===== src/scfp_pkg.sv =====
// shared types, codes and defaults of the serial command frame parser
package scfp_pkg;

  localparam int unsigned QUEUE_DEPTH = 2;

  localparam int unsigned CFG_IDX_W  = 2;
  localparam int unsigned CFG_DATA_W = 16;

  localparam logic [CFG_IDX_W-1:0] CFG_SHORT_START = 2'd0;
  localparam logic [CFG_IDX_W-1:0] CFG_LONG_START  = 2'd1;
  localparam logic [CFG_IDX_W-1:0] CFG_SHORT_LEN   = 2'd2;
  localparam logic [CFG_IDX_W-1:0] CFG_TIMEOUT     = 2'd3;

  localparam logic [7:0]  RST_SHORT_START = 8'hFE;
  localparam logic [7:0]  RST_LONG_START  = 8'hFC;
  localparam logic [7:0]  RST_SHORT_LEN   = 8'd7;
  localparam logic [15:0] RST_TIMEOUT     = 16'd200;

  localparam logic [2:0] ROLE_SHORT_PAYLOAD = 3'd0;
  localparam logic [2:0] ROLE_ADDRESS       = 3'd1;
  localparam logic [2:0] ROLE_COMMAND       = 3'd2;
  localparam logic [2:0] ROLE_LENGTH        = 3'd3;
  localparam logic [2:0] ROLE_LONG_PAYLOAD  = 3'd4;
  localparam logic [2:0] ROLE_END           = 3'd5;

  localparam logic FUNC_BYTE = 1'b0;
  localparam logic FUNC_TICK = 1'b1;

  typedef enum logic [1:0] {
    PH_IDLE  = 2'd0,
    PH_SHORT = 2'd1,
    PH_LHEAD = 2'd2,
    PH_LBODY = 2'd3
  } scfp_phase_t;

  // classified item handed from the front to the back
  typedef struct packed {
    logic       is_tick;
    logic       hit_short;
    logic       hit_long;
    logic [7:0] rx_byte;
  } scfp_item_t;

  typedef struct packed {
    logic       send_ack;
    logic       byte_valid;
    logic       frame_kind;
    logic [2:0] byte_role;
    logic [7:0] out_byte;
    logic [7:0] byte_index;
    logic       frame_last;
    logic       activity_on;
  } scfp_result_t;

  typedef struct packed {
    logic                  we;
    logic [CFG_IDX_W-1:0]  idx;
    logic [CFG_DATA_W-1:0] data;
  } scfp_cfg_t;

endpackage


===== src/serial_command_frame_parser.sv =====
// top level of the serial command frame parser
//
// input channel in_*: one transfer per received serial byte or time tick;
//   in_tuser selects the kind (0 byte, 1 tick), in_tdata carries the byte.
// output channel out_*: exactly one result transfer per input transfer, in
//   order; out_tdata holds the delivered byte and its payload index,
//   out_tuser the acknowledge, valid, kind, role and activity flags, and
//   out_tlast marks the final byte of a command frame.
// configuration port cfg_*: a write with cfg_we high sets the register at
//   cfg_idx (0 short start code, 1 long start code, 2 short length,
//   3 activity timeout); write only while no results are outstanding.
// path: each input transfer is written into the queue, and its result is
//   registered in the output register when the back end pops it from there.
// throughput: one item per cycle while out_tready stays high; the parser
//   state updates once per item in the back end.
// a queue of QUEUE_DEPTH classified items and one output register sit
//   between the channels; when out_tready is low the queue fills and
//   in_tready drops once it is full.
// reset clears the parse state, the activity timer, the queue and the output
//   valid flag, and reloads all registers with their default values.
module serial_command_frame_parser #(
  parameter int unsigned QUEUE_DEPTH = scfp_pkg::QUEUE_DEPTH
) (
  input  logic                            clk,
  input  logic                            rst_n,
  input  logic                            cfg_we,
  input  logic [scfp_pkg::CFG_IDX_W-1:0]  cfg_idx,
  input  logic [scfp_pkg::CFG_DATA_W-1:0] cfg_data,
  input  logic                            in_tvalid,
  output logic                            in_tready,
  input  logic [7:0]                      in_tdata,   // rx_byte
  input  logic                            in_tuser,   // func
  output logic                            out_tvalid,
  input  logic                            out_tready,
  output logic [15:0]                     out_tdata,  // out_byte, byte_index
  // send_ack, byte_valid, frame_kind, byte_role[2:0], activity_on
  output logic [6:0]                      out_tuser,
  output logic                            out_tlast   // frame_last
);

  scfp_pkg::scfp_cfg_t    cfg;
  scfp_pkg::scfp_item_t   push_item, head_item;
  scfp_pkg::scfp_result_t res;
  logic q_push, q_pop, q_full, q_not_empty;

  always_comb begin
    cfg.we   = cfg_we;
    cfg.idx  = cfg_idx;
    cfg.data = cfg_data;
  end

  scfp_front u_front (
    .clk       (clk),
    .rst_n     (rst_n),
    .cfg       (cfg),
    .in_tvalid (in_tvalid),
    .in_tready (in_tready),
    .in_tdata  (in_tdata),
    .in_tuser  (in_tuser),
    .q_full    (q_full),
    .q_push    (q_push),
    .q_item    (push_item)
  );

  scfp_queue #(
    .DEPTH (QUEUE_DEPTH)
  ) u_queue (
    .clk       (clk),
    .rst_n     (rst_n),
    .push      (q_push),
    .push_item (push_item),
    .pop       (q_pop),
    .full      (q_full),
    .not_empty (q_not_empty),
    .head_item (head_item)
  );

  scfp_back u_back (
    .clk         (clk),
    .rst_n       (rst_n),
    .cfg         (cfg),
    .q_not_empty (q_not_empty),
    .q_item      (head_item),
    .q_pop       (q_pop),
    .res_valid   (out_tvalid),
    .res_ready   (out_tready),
    .res         (res)
  );

  assign out_tdata = {res.byte_index, res.out_byte};
  assign out_tuser = {res.activity_on, res.byte_role, res.frame_kind,
                      res.byte_valid, res.send_ack};
  assign out_tlast = res.frame_last;

endmodule


===== src/scfp_front.sv =====
// front end: takes input transfers and classifies bytes against the start codes
module scfp_front (
  input  logic                clk,
  input  logic                rst_n,
  input  scfp_pkg::scfp_cfg_t cfg,
  input  logic                in_tvalid,
  output logic                in_tready,
  input  logic [7:0]          in_tdata,
  input  logic                in_tuser,
  input  logic                q_full,
  output logic                q_push,
  output scfp_pkg::scfp_item_t q_item
);

  logic [7:0] short_code_r, short_code_nxt;
  logic [7:0] long_code_r, long_code_nxt;

  always_comb begin
    short_code_nxt = short_code_r;
    long_code_nxt  = long_code_r;
    if (cfg.we) begin
      case (cfg.idx)
        scfp_pkg::CFG_SHORT_START: short_code_nxt = cfg.data[7:0];
        scfp_pkg::CFG_LONG_START:  long_code_nxt  = cfg.data[7:0];
        default: ;
      endcase
    end
  end

  always_ff @(posedge clk) begin
    if (!rst_n) begin
      short_code_r <= scfp_pkg::RST_SHORT_START;
      long_code_r  <= scfp_pkg::RST_LONG_START;
    end else begin
      short_code_r <= short_code_nxt;
      long_code_r  <= long_code_nxt;
    end
  end

  assign in_tready = !q_full;
  assign q_push    = in_tvalid && in_tready;

  always_comb begin
    q_item.is_tick   = (in_tuser == scfp_pkg::FUNC_TICK);
    q_item.hit_short = (in_tdata == short_code_r);
    q_item.hit_long  = (in_tdata == long_code_r);
    q_item.rx_byte   = in_tdata;
  end

endmodule


===== src/scfp_queue.sv =====
// short queue of classified items between front and back
module scfp_queue #(
  parameter int unsigned DEPTH = scfp_pkg::QUEUE_DEPTH
) (
  input  logic                 clk,
  input  logic                 rst_n,
  input  logic                 push,
  input  scfp_pkg::scfp_item_t push_item,
  input  logic                 pop,
  output logic                 full,
  output logic                 not_empty,
  output scfp_pkg::scfp_item_t head_item
);

  localparam int unsigned PW = (DEPTH > 1) ? $clog2(DEPTH) : 1;
  localparam int unsigned CW = $clog2(DEPTH + 1);
  localparam logic [PW-1:0] LAST_PTR = PW'(DEPTH - 1);
  localparam logic [CW-1:0] FULL_CNT = CW'(DEPTH);

  scfp_pkg::scfp_item_t slots_r [DEPTH];
  logic [PW-1:0] wr_ptr_r, wr_ptr_nxt;
  logic [PW-1:0] rd_ptr_r, rd_ptr_nxt;
  logic [CW-1:0] count_r, count_nxt;
  logic          do_push, do_pop;

  assign full      = (count_r == FULL_CNT);
  assign not_empty = (count_r != '0);
  assign do_push   = push && !full;
  assign do_pop    = pop && not_empty;
  assign head_item = slots_r[rd_ptr_r];

  always_comb begin
    wr_ptr_nxt = wr_ptr_r;
    rd_ptr_nxt = rd_ptr_r;
    count_nxt  = count_r;
    if (do_push) wr_ptr_nxt = (wr_ptr_r == LAST_PTR) ? '0 : wr_ptr_r + 1'b1;
    if (do_pop)  rd_ptr_nxt = (rd_ptr_r == LAST_PTR) ? '0 : rd_ptr_r + 1'b1;
    if (do_push && !do_pop) count_nxt = count_r + 1'b1;
    else if (do_pop && !do_push) count_nxt = count_r - 1'b1;
  end

  always_ff @(posedge clk) begin
    if (!rst_n) begin
      wr_ptr_r <= '0;
      rd_ptr_r <= '0;
      count_r  <= '0;
    end else begin
      wr_ptr_r <= wr_ptr_nxt;
      rd_ptr_r <= rd_ptr_nxt;
      count_r  <= count_nxt;
    end
  end

  always_ff @(posedge clk) begin
    if (do_push) slots_r[wr_ptr_r] <= push_item;
  end

endmodule


===== src/scfp_back.sv =====
// back end: frame parser, activity timer and output register
module scfp_back (
  input  logic                  clk,
  input  logic                  rst_n,
  input  scfp_pkg::scfp_cfg_t   cfg,
  input  logic                  q_not_empty,
  input  scfp_pkg::scfp_item_t  q_item,
  output logic                  q_pop,
  output logic                  res_valid,
  input  logic                  res_ready,
  output scfp_pkg::scfp_result_t res
);

  logic [7:0]  short_len_r, short_len_nxt;
  logic [15:0] timeout_r, timeout_nxt;

  scfp_pkg::scfp_phase_t phase_r, phase_nxt;
  logic [7:0]  bytes_seen_r, bytes_seen_nxt;
  logic [7:0]  long_len_r, long_len_nxt;
  logic [15:0] quiet_r, quiet_nxt;
  logic        active_r, active_nxt;

  logic                   out_valid_r, out_valid_nxt;
  scfp_pkg::scfp_result_t out_r, out_nxt;
  logic [8:0]             short_next_cnt;

  assign q_pop     = q_not_empty && (!out_valid_r || res_ready);
  assign res_valid = out_valid_r;
  assign res       = out_r;

  always_comb begin
    short_len_nxt = short_len_r;
    timeout_nxt   = timeout_r;
    if (cfg.we) begin
      case (cfg.idx)
        scfp_pkg::CFG_SHORT_LEN: short_len_nxt = cfg.data[7:0];
        scfp_pkg::CFG_TIMEOUT:   timeout_nxt   = cfg.data;
        default: ;
      endcase
    end
  end

  assign short_next_cnt = {1'b0, bytes_seen_r} + 9'd1;

  always_comb begin
    phase_nxt      = phase_r;
    bytes_seen_nxt = bytes_seen_r;
    long_len_nxt   = long_len_r;
    quiet_nxt      = quiet_r;
    active_nxt     = active_r;
    out_valid_nxt  = out_valid_r;
    out_nxt        = out_r;

    if (out_valid_r && res_ready) out_valid_nxt = 1'b0;

    if (q_pop) begin
      out_valid_nxt = 1'b1;
      out_nxt       = '0;
      if (q_item.is_tick) begin
        if (quiet_r != 16'hFFFF) quiet_nxt = quiet_r + 16'd1;
        if (quiet_nxt > timeout_r) active_nxt = 1'b0;
      end else begin
        active_nxt = 1'b1;
        quiet_nxt  = '0;
        case (phase_r)
          scfp_pkg::PH_IDLE: begin
            // short code wins when both codes match
            if (q_item.hit_short) begin
              out_nxt.send_ack = 1'b1;
              phase_nxt        = scfp_pkg::PH_SHORT;
              bytes_seen_nxt   = '0;
            end else if (q_item.hit_long) begin
              out_nxt.send_ack = 1'b1;
              phase_nxt        = scfp_pkg::PH_LHEAD;
              bytes_seen_nxt   = '0;
            end
          end
          scfp_pkg::PH_SHORT: begin
            out_nxt.byte_valid = 1'b1;
            out_nxt.byte_role  = scfp_pkg::ROLE_SHORT_PAYLOAD;
            out_nxt.out_byte   = q_item.rx_byte;
            out_nxt.byte_index = bytes_seen_r;
            // a zero length behaves like one
            if (short_len_r == 8'd0 || short_next_cnt >= {1'b0, short_len_r}) begin
              out_nxt.frame_last = 1'b1;
              phase_nxt          = scfp_pkg::PH_IDLE;
              bytes_seen_nxt     = '0;
            end else begin
              bytes_seen_nxt = short_next_cnt[7:0];
            end
          end
          scfp_pkg::PH_LHEAD: begin
            out_nxt.byte_valid = 1'b1;
            out_nxt.frame_kind = 1'b1;
            out_nxt.out_byte   = q_item.rx_byte;
            if (bytes_seen_r == 8'd0) begin
              out_nxt.byte_role = scfp_pkg::ROLE_ADDRESS;
              bytes_seen_nxt    = 8'd1;
            end else if (bytes_seen_r == 8'd1) begin
              out_nxt.byte_role = scfp_pkg::ROLE_COMMAND;
              bytes_seen_nxt    = 8'd2;
            end else begin
              out_nxt.byte_role = scfp_pkg::ROLE_LENGTH;
              long_len_nxt      = q_item.rx_byte;
              bytes_seen_nxt    = '0;
              phase_nxt         = scfp_pkg::PH_LBODY;
            end
          end
          default: begin
            out_nxt.byte_valid = 1'b1;
            out_nxt.frame_kind = 1'b1;
            out_nxt.out_byte   = q_item.rx_byte;
            if (bytes_seen_r < long_len_r) begin
              out_nxt.byte_role  = scfp_pkg::ROLE_LONG_PAYLOAD;
              out_nxt.byte_index = bytes_seen_r;
              bytes_seen_nxt     = bytes_seen_r + 8'd1;
            end else begin
              out_nxt.byte_role  = scfp_pkg::ROLE_END;
              out_nxt.frame_last = 1'b1;
              phase_nxt          = scfp_pkg::PH_IDLE;
              bytes_seen_nxt     = '0;
            end
          end
        endcase
      end
      out_nxt.activity_on = active_nxt;
    end
  end

  always_ff @(posedge clk) begin
    if (!rst_n) begin
      short_len_r  <= scfp_pkg::RST_SHORT_LEN;
      timeout_r    <= scfp_pkg::RST_TIMEOUT;
      phase_r      <= scfp_pkg::PH_IDLE;
      bytes_seen_r <= '0;
      long_len_r   <= '0;
      quiet_r      <= '0;
      active_r     <= 1'b0;
      out_valid_r  <= 1'b0;
    end else begin
      short_len_r  <= short_len_nxt;
      timeout_r    <= timeout_nxt;
      phase_r      <= phase_nxt;
      bytes_seen_r <= bytes_seen_nxt;
      long_len_r   <= long_len_nxt;
      quiet_r      <= quiet_nxt;
      active_r     <= active_nxt;
      out_valid_r  <= out_valid_nxt;
    end
  end

  always_ff @(posedge clk) begin
    out_r <= out_nxt;
  end

  a_last_is_frame_byte: assert property (@(posedge clk) disable iff (!rst_n)
    out_valid_r && out_r.frame_last |-> out_r.byte_valid)
    else $error("frame_last without a frame byte");

  a_ack_not_data: assert property (@(posedge clk) disable iff (!rst_n)
    out_valid_r && out_r.send_ack |-> !out_r.byte_valid)
    else $error("acknowledge on a data byte");

  a_idle_count_clear: assert property (@(posedge clk) disable iff (!rst_n)
    phase_r == scfp_pkg::PH_IDLE |-> bytes_seen_r == 8'd0)
    else $error("byte count not cleared in idle");

  a_tick_keeps_phase: assert property (@(posedge clk) disable iff (!rst_n)
    q_pop && q_item.is_tick |=> phase_r == $past(phase_r))
    else $error("tick changed the parse phase");

endmodule

===== config.mk =====
export PLATFORM = sky130hd
export DESIGN_NAME = serial_command_frame_parser
export DESIGN_NICKNAME = d
export VERILOG_FILES = /design/src/scfp_pkg.sv /design/src/serial_command_frame_parser.sv /design/src/scfp_front.sv /design/src/scfp_queue.sv /design/src/scfp_back.sv
export SDC_FILE = /design/constraint.sdc
export NUM_CORES = 1
export LEC_CHECK = 0
export BUFFER_PORTS_ARGS = -buffer_cell sky130_fd_sc_hd__clkbuf_2
export CAP_MARGIN = 10
export CORE_UTILIZATION = 64
export CTS_CLUSTER_SIZE = 24
export DETAILED_ROUTE_END_ITERATION = 10
export PLACE_DENSITY = 0.93
export SLEW_MARGIN = 10
export SYNTH_ARGS = -nofsm -noshare
export SYNTH_HDL_FRONTEND = slang
export SYNTH_SLANG_ARGS = --single-unit

===== constraint.sdc =====
create_clock -name clk -period 4.3 [get_ports clk]
set_input_delay 0.86 -clock clk [delete_from_list [all_inputs] [get_ports clk]]
set_output_delay 0.86 -clock clk [all_outputs]
set_load 0.005 [all_outputs]

After elaboration in Yosys (flattened, before gate mapping) --
Memories as Yosys holds them, arrays and structs flattened. A register that Yosys moved wholly into a read port is not among the register bits. Cells that the tools add are included.
Storage, ports and cells: register bits 104, bits in writable memories 22, input port bits 32, output and inout bits 26, word-level logic and storage cells 123, memories 1
Operators by class: $add $sub $neg 7, $lt $le $gt $ge 3, equality and inequality tests 15, muxes and demuxes 42, bitwise logic cells 4, reductions and logical operators 30
Memory list:
- u_queue.slots_r | words 2, width 11, read ports 1, clocked after memory_dff 1, write ports 1, RTL line scfp_queue.sv:20 | scfp_pkg::scfp_item_t slots_r [DEPTH];
Operator list (number):
- $mux W16 | 4
- $mux W8 | 6
- $pmux W11 S3 | 1
- $pmux W8 S3 | 1
- $mux W2 | 10
- $mux W1 | 18
- $pmux W9 S2 | 1
- $add A16 B1 Y16 const B | 1
- $eq A8 B8 Y1 | 2
- $gt A16 B16 Y1 | 1
- $logic_not A8 Y1 | 2
- $ne A16 B16 Y1 const B | 1
- $add A8 B1 Y9 const B | 1
- $ge A9 B8 Y1 | 1
- $add A8 B1 Y8 const B | 1
- $eq A2 B2 Y1 const B | 4
- $eq A8 B1 Y1 const B | 1
- $lt A8 B8 Y1 | 1
- $reduce_and A2 Y1 | 4
- $logic_and A1 B1 Y1 | 7
- $reduce_and A7 Y1 | 1
- $pmux W2 S3 | 1
- $reduce_bool A2 Y1 | 3
- $reduce_or A2 Y1 | 3
- other kinds (14) | 25

Logic depth before layout (Yosys ltp) --
depth after elaboration 8, depth in mapped cells 15, mapped depth without buffers 13

Modules after synthesis --
A second synthesis with hierarchy kept.
Second synthesis, totals: cells, all modules 712, area, all modules 6535.0 µm²
By module, submodules not included:
- scfp_back | times used 1, cells an instance 549, area an instance 4679.5 µm², sequential area each 1921.8 µm²
- scfp_queue | times used 1, cells an instance 59, area an instance 1026.0 µm², sequential area each 760.7 µm²
- scfp_front | times used 1, cells an instance 104, area an instance 829.5 µm², sequential area each 320.3 µm²

Worst setup path before layout --
Ideal clock, no wire load.
path type register to register, from reg u_back.quiet_r[0], to reg u_back.out_r, in the netlist u_back.res[0] (data pin), setup time 146 ps, arrival 2733 ps, required time 4154 ps, slack 1421 ps, cell stages (with the launch flop) 13, buffers on the path 1, clock period less this slack 2879 ps, cells stage by stage dfxtp_1 -> ha_1 -> and3_1 -> and4_4 -> buf_6 -> a21oi_2 -> nand3_1 -> xnor2_1 -> ha_1 -> or3_1 -> a221o_1 -> a211o_1 -> a21oi_1
Between the ends: word-level cells in the longest chain between the ends 7, elaborated cells between the ends (all ways) 8, classes of those cells add/sub (1); order compare (1); eq/ne (1); mux (5)
Ends and longest elaborated chain:
- start, declared | RTL line scfp_back.sv:20 | logic [15:0] quiet_r, quiet_nxt;
- start signal, assigned | RTL line scfp_back.sv:146 | quiet_r <= quiet_nxt;
- $add A16 B1 Y16 or $ne A16 B16 Y1 (tied branches) | RTL line scfp_back.sv:60 | if (quiet_r != 16'hFFFF) quiet_nxt = quiet_r + 16'd1;
- $mux W16 (*) | RTL line scfp_back.sv:60
- $mux W16 (*) | RTL line scfp_back.sv:59 | if (q_item.is_tick) begin
- $mux W16 (*) | RTL line scfp_back.sv:56 | if (q_pop) begin
- $gt A16 B16 Y1 (*) | RTL line scfp_back.sv:61 | if (quiet_nxt > timeout_r) active_nxt = 1'b0;
- $mux W1 (*) | RTL line scfp_back.sv:61
- $mux W1 (*) | RTL line scfp_back.sv:59
- end signal, assigned | RTL line scfp_back.sv:153 | out_r <= out_nxt;
- end, declared | RTL line scfp_back.sv:24 | scfp_pkg::scfp_result_t out_r, out_nxt;
Mark *: on every way between the ends. The rest lies on a longest branch, timed or not. The select of a mux whose other input is x is not followed. A chain may end at the register's enable or synchronous reset.

Final worst setup path --
from reg u_back.bytes_seen_r[0], to reg u_back.bytes_seen_r[7]
Between the ends: word-level cells in the longest chain between the ends 5, elaborated cells between the ends (all ways) 8, classes of those cells add/sub (2); order compare (2); mux (3); reduce/logical (1)
Ends and longest elaborated chain:
- start, declared | RTL line scfp_back.sv:18 | logic [7:0] bytes_seen_r, bytes_seen_nxt;
- start signal, assigned | RTL line scfp_back.sv:144 | bytes_seen_r <= bytes_seen_nxt;
- $add A8 B1 Y9 | RTL line scfp_back.sv:43 | assign short_next_cnt = {1'b0, bytes_seen_r} + 9'd1;
- $ge A9 B8 Y1 | RTL line scfp_back.sv:84 | if (short_len_r == 8'd0 || short_next_cnt >= {1'b0, short_len_r}) begin
- $logic_or A1 B1 Y1 | RTL line scfp_back.sv:84
- $mux W8 | RTL line scfp_back.sv:84
- $pmux W8 S3 (*) | RTL line scfp_back.sv:65 | case (phase_r)
Mark *: on every way between the ends. The rest lies on a longest branch, timed or not.

==> reports/metrics.csv <==
metric;value;unit
cp_max_fo;9;
areaGrowthSynthToFinish;13.4;%
start_kind;register;
overflow;0;
ys_types;57;
vdd_drop_max;262;uV
setup_viol_count_final;0;
power_density;513;mW/mm^2
port_buffers;57;
place_congestion;0.895;
grt_start_max_net_pins;52;
design.core.area;0.00942;mm^2
post_drt_wl_per_cell;18.6;um
finalSetupTns;0;ns
vias;5345;
worstHoldPathType;reg2reg;
worst_ep_arrival_time;3.89;ns
crit_family;compound AO/OA/AOI/OAI gates;
finalMaxSlewViolations;0;
initial_core_util;67.5;%
cts_buffers;17;
grt_pass1_vias;5393;
fin_ws;0.848;ns
nFillCells;604;
die_h;102;um
num_antenna_cells;0;
cts_max_path_buffers;2;
synth_ff_type;dfxtp_1;
die_x;102;um
worstMarginPinSlew;1.07;ns
clk_pin_slew;0.06;ns
fin_crit;3.45;ns
syn_avg_cell_area;9.44;um^2
drt-initial-drc-count;374;
tritoncts;yes;
synth_cells;673;
power.leakage;0.00299;uW
reg2reg_setup_slack;0.85;ns
relSlewSlack;28.2;%
antenna_found_initial;0;
max_stage_delay;0.57;ns
cp_num_buf_inv;0;
cts_sinks;127;
insertion_delay;0.54;ns
rsz0062_at_grt;no;
yosysSeqAreaShare;47.3;%
cts_root_buf;clkbuf_8;
h-tree-depth;4;
grt_pass1_wl;26.4;mm
drc;0;
post_cts_buffers;0;
via_per_inst;6.16;
ys_warn_count;0;
dpl.hpwl;10.5;mm
wl;16.2;mm
pre_cts_ws;1.22;ns
die_area;0.0103;mm^2
synth.ff_latch_count;127;
synth_nets;745;
drtPass1Iterations;5;
maxCapViolations;0;
ant_nets;0;
slowest_stage;dfxtp_1;
finalCritPeriodShare;80.3;%
rows;35;
worstPathRequired;4.74;ns
ys_async_sr_fraction;0;%
fin_nets;798;
final-hold-violation-count;0;
ctsResizeCount;0;
syn_area;0.00635;mm^2
io_pins;58;
critPathKind;reg2reg;
track_usage;34.1;%
synth_edf_count;46;
cts_hold_buf;0;
end_kind;register;
max_freq;0.290;GHz
run_status;complete, no violations;
drive_above_1_share;14.7;%
finalClockSkew;0.0135;ns
crit_chain;ha_1, and3_1, and3_1, xor2_1, ha_1, a211oi_1, nand2_1, a31oi_1, o21ba_4, a31oi_1, nor3_1;
[sequential cells by signal, summed over array words and instances, names as in the netlist, 8 cells and up, named ones only]
name / flops
u_back.short_len_r: 8
u_back.res: 24
u_front.long_code_r: 8
u_queue.slots_r: 22
u_back.long_len_r: 8
u_front.short_code_r: 8
u_back.quiet_r: 16
u_back.timeout_r: 16
u_back.bytes_seen_r: 8
[final timing paths]
| path | endpoint | depth (start not counted) | startpoint |
|---|---|---|---|
| hold / removal | u_back.timeout_r[13]$_SDFFE_PN0P_ | 2 | u_back.timeout_r[13]$_SDFFE_PN0P_ |
| setup / recovery | u_back.bytes_seen_r[7]$_SDFFE_PN0P_ | 11 | u_back.bytes_seen_r[0]$_SDFFE_PN0P_ |
| setup reg to reg | u_back.bytes_seen_r[7]$_SDFFE_PN0P_ | 11 | u_back.bytes_seen_r[0]$_SDFFE_PN0P_ |
| hold reg to reg | u_back.timeout_r[13]$_SDFFE_PN0P_ | 2 | u_back.timeout_r[13]$_SDFFE_PN0P_ |
[stage by stage]
step	util (%)	area, um^2	cells	power, uW	hold slack (ns)
floorplan	-	6350	673	2090	0.436
finish	76.5	7210	868	3700	0.459
CTS	76.5	7210	868	3670	0.461
global route	76.5	7210	868	3850	0.472
global placement	70.9	6680	836	2330	0.446
detailed placement	70.9	6680	836	2380	0.452
[cells in the final DEF, fill, tap and decap left out, types with 4 or more instances in the layout]
cell	instances
a211oi_1	4
a211oi_2	8
a21oi_1	44
a31oi_1	9
and3_1	21
clkbuf_16	16
clkbuf_2	57
clkinvlp_4	4
dfxtp_1	81
edfxtp_1	46
ha_1	40
inv_1	41
inv_6	4
mux2i_1	16
nand2_1	96
nand2b_1	5
nand3_1	26
nand4_1	12
nor2_1	55
nor2b_1	4
nor3_1	14
o21a_1	5
o21ai_0	20
o21ai_1	7
o31ai_1	6
or3_1	6
or4_1	4
xnor2_1	27
xor2_1	16
[Yosys cell counts, types with 2 or more instances]
cell type	instances	area share [%]
a211o_1	2	0.28
a211oi_1	4	0.47
a211oi_2	8	1.6
a21oi_1	44	3.5
a221oi_1	2	0.28
a22o_1	2	0.28
a31oi_1	9	0.89
and3_1	21	2.1
buf_2	4	0.32
buf_6	5	0.89
clkbuf_1	15	0.89
dfxtp_1	81	26
edfxtp_1	46	22
ha_1	40	7.9
inv_1	41	2.4
mux2i_1	16	2.5
nand2_1	96	5.7
nand2b_1	5	0.49
nand3_1	26	2.0
nand3b_1	2	0.24
nand4_1	12	1.2
nor2_1	55	3.2
nor2b_1	4	0.39
nor3_1	14	1.1
nor3_2	2	0.32
o211ai_1	3	0.35
o21a_1	5	0.59
o21ai_0	20	1.6
o21ai_1	7	0.55
o31ai_1	6	0.71
or3_1	6	0.59
or4_1	4	0.47
xnor2_1	27	3.7
xor2_1	16	2.2
[cell families after synthesis]
logic type	count (synthesis)	synth area share, %
fa+ha+maj	40	7.88
compound gates	122	12.6
mux	18	2.88
xor+xnor	43	5.93
flops	127	47.3
buf+inv	68	4.69
simple gates	255	18.8
[layer usage]
layer / GRT usage, % / up-vias / share of wire, %
met1: 38.9 / 2465 / 38
met2: 57.4 / 320 / 49
li1: - / 2476 / -
met5: 0 / - / 0
met4: 21.4 / 0 / 5.5
met3: 8.49 / 84 / 7.7
[cell type report]
cell class                 count  area, um^2  share of cell area [%]
sequential                   127        3000                    41.7
clock inverter                14         109                    1.51
multi-input combinational    478        3050                    42.4
clock buffer                  18         418                    5.80
timing repair buffer          59         300                    4.17
inverter                      43         161                    2.24
tap                          129         161                    2.24
[power by group]
part           switching, uW  total, uW  internal (uW)
registers                113       1600           1480
clock network            588       1300            717
logic                    509        796            287
[worst min-delay path: stages (launching register included)]
cell,delay [ns]
dfxtp_1,0.31
nand2_1,0.05
a21oi_1,0.05
(Power assumes the default switching activity.)
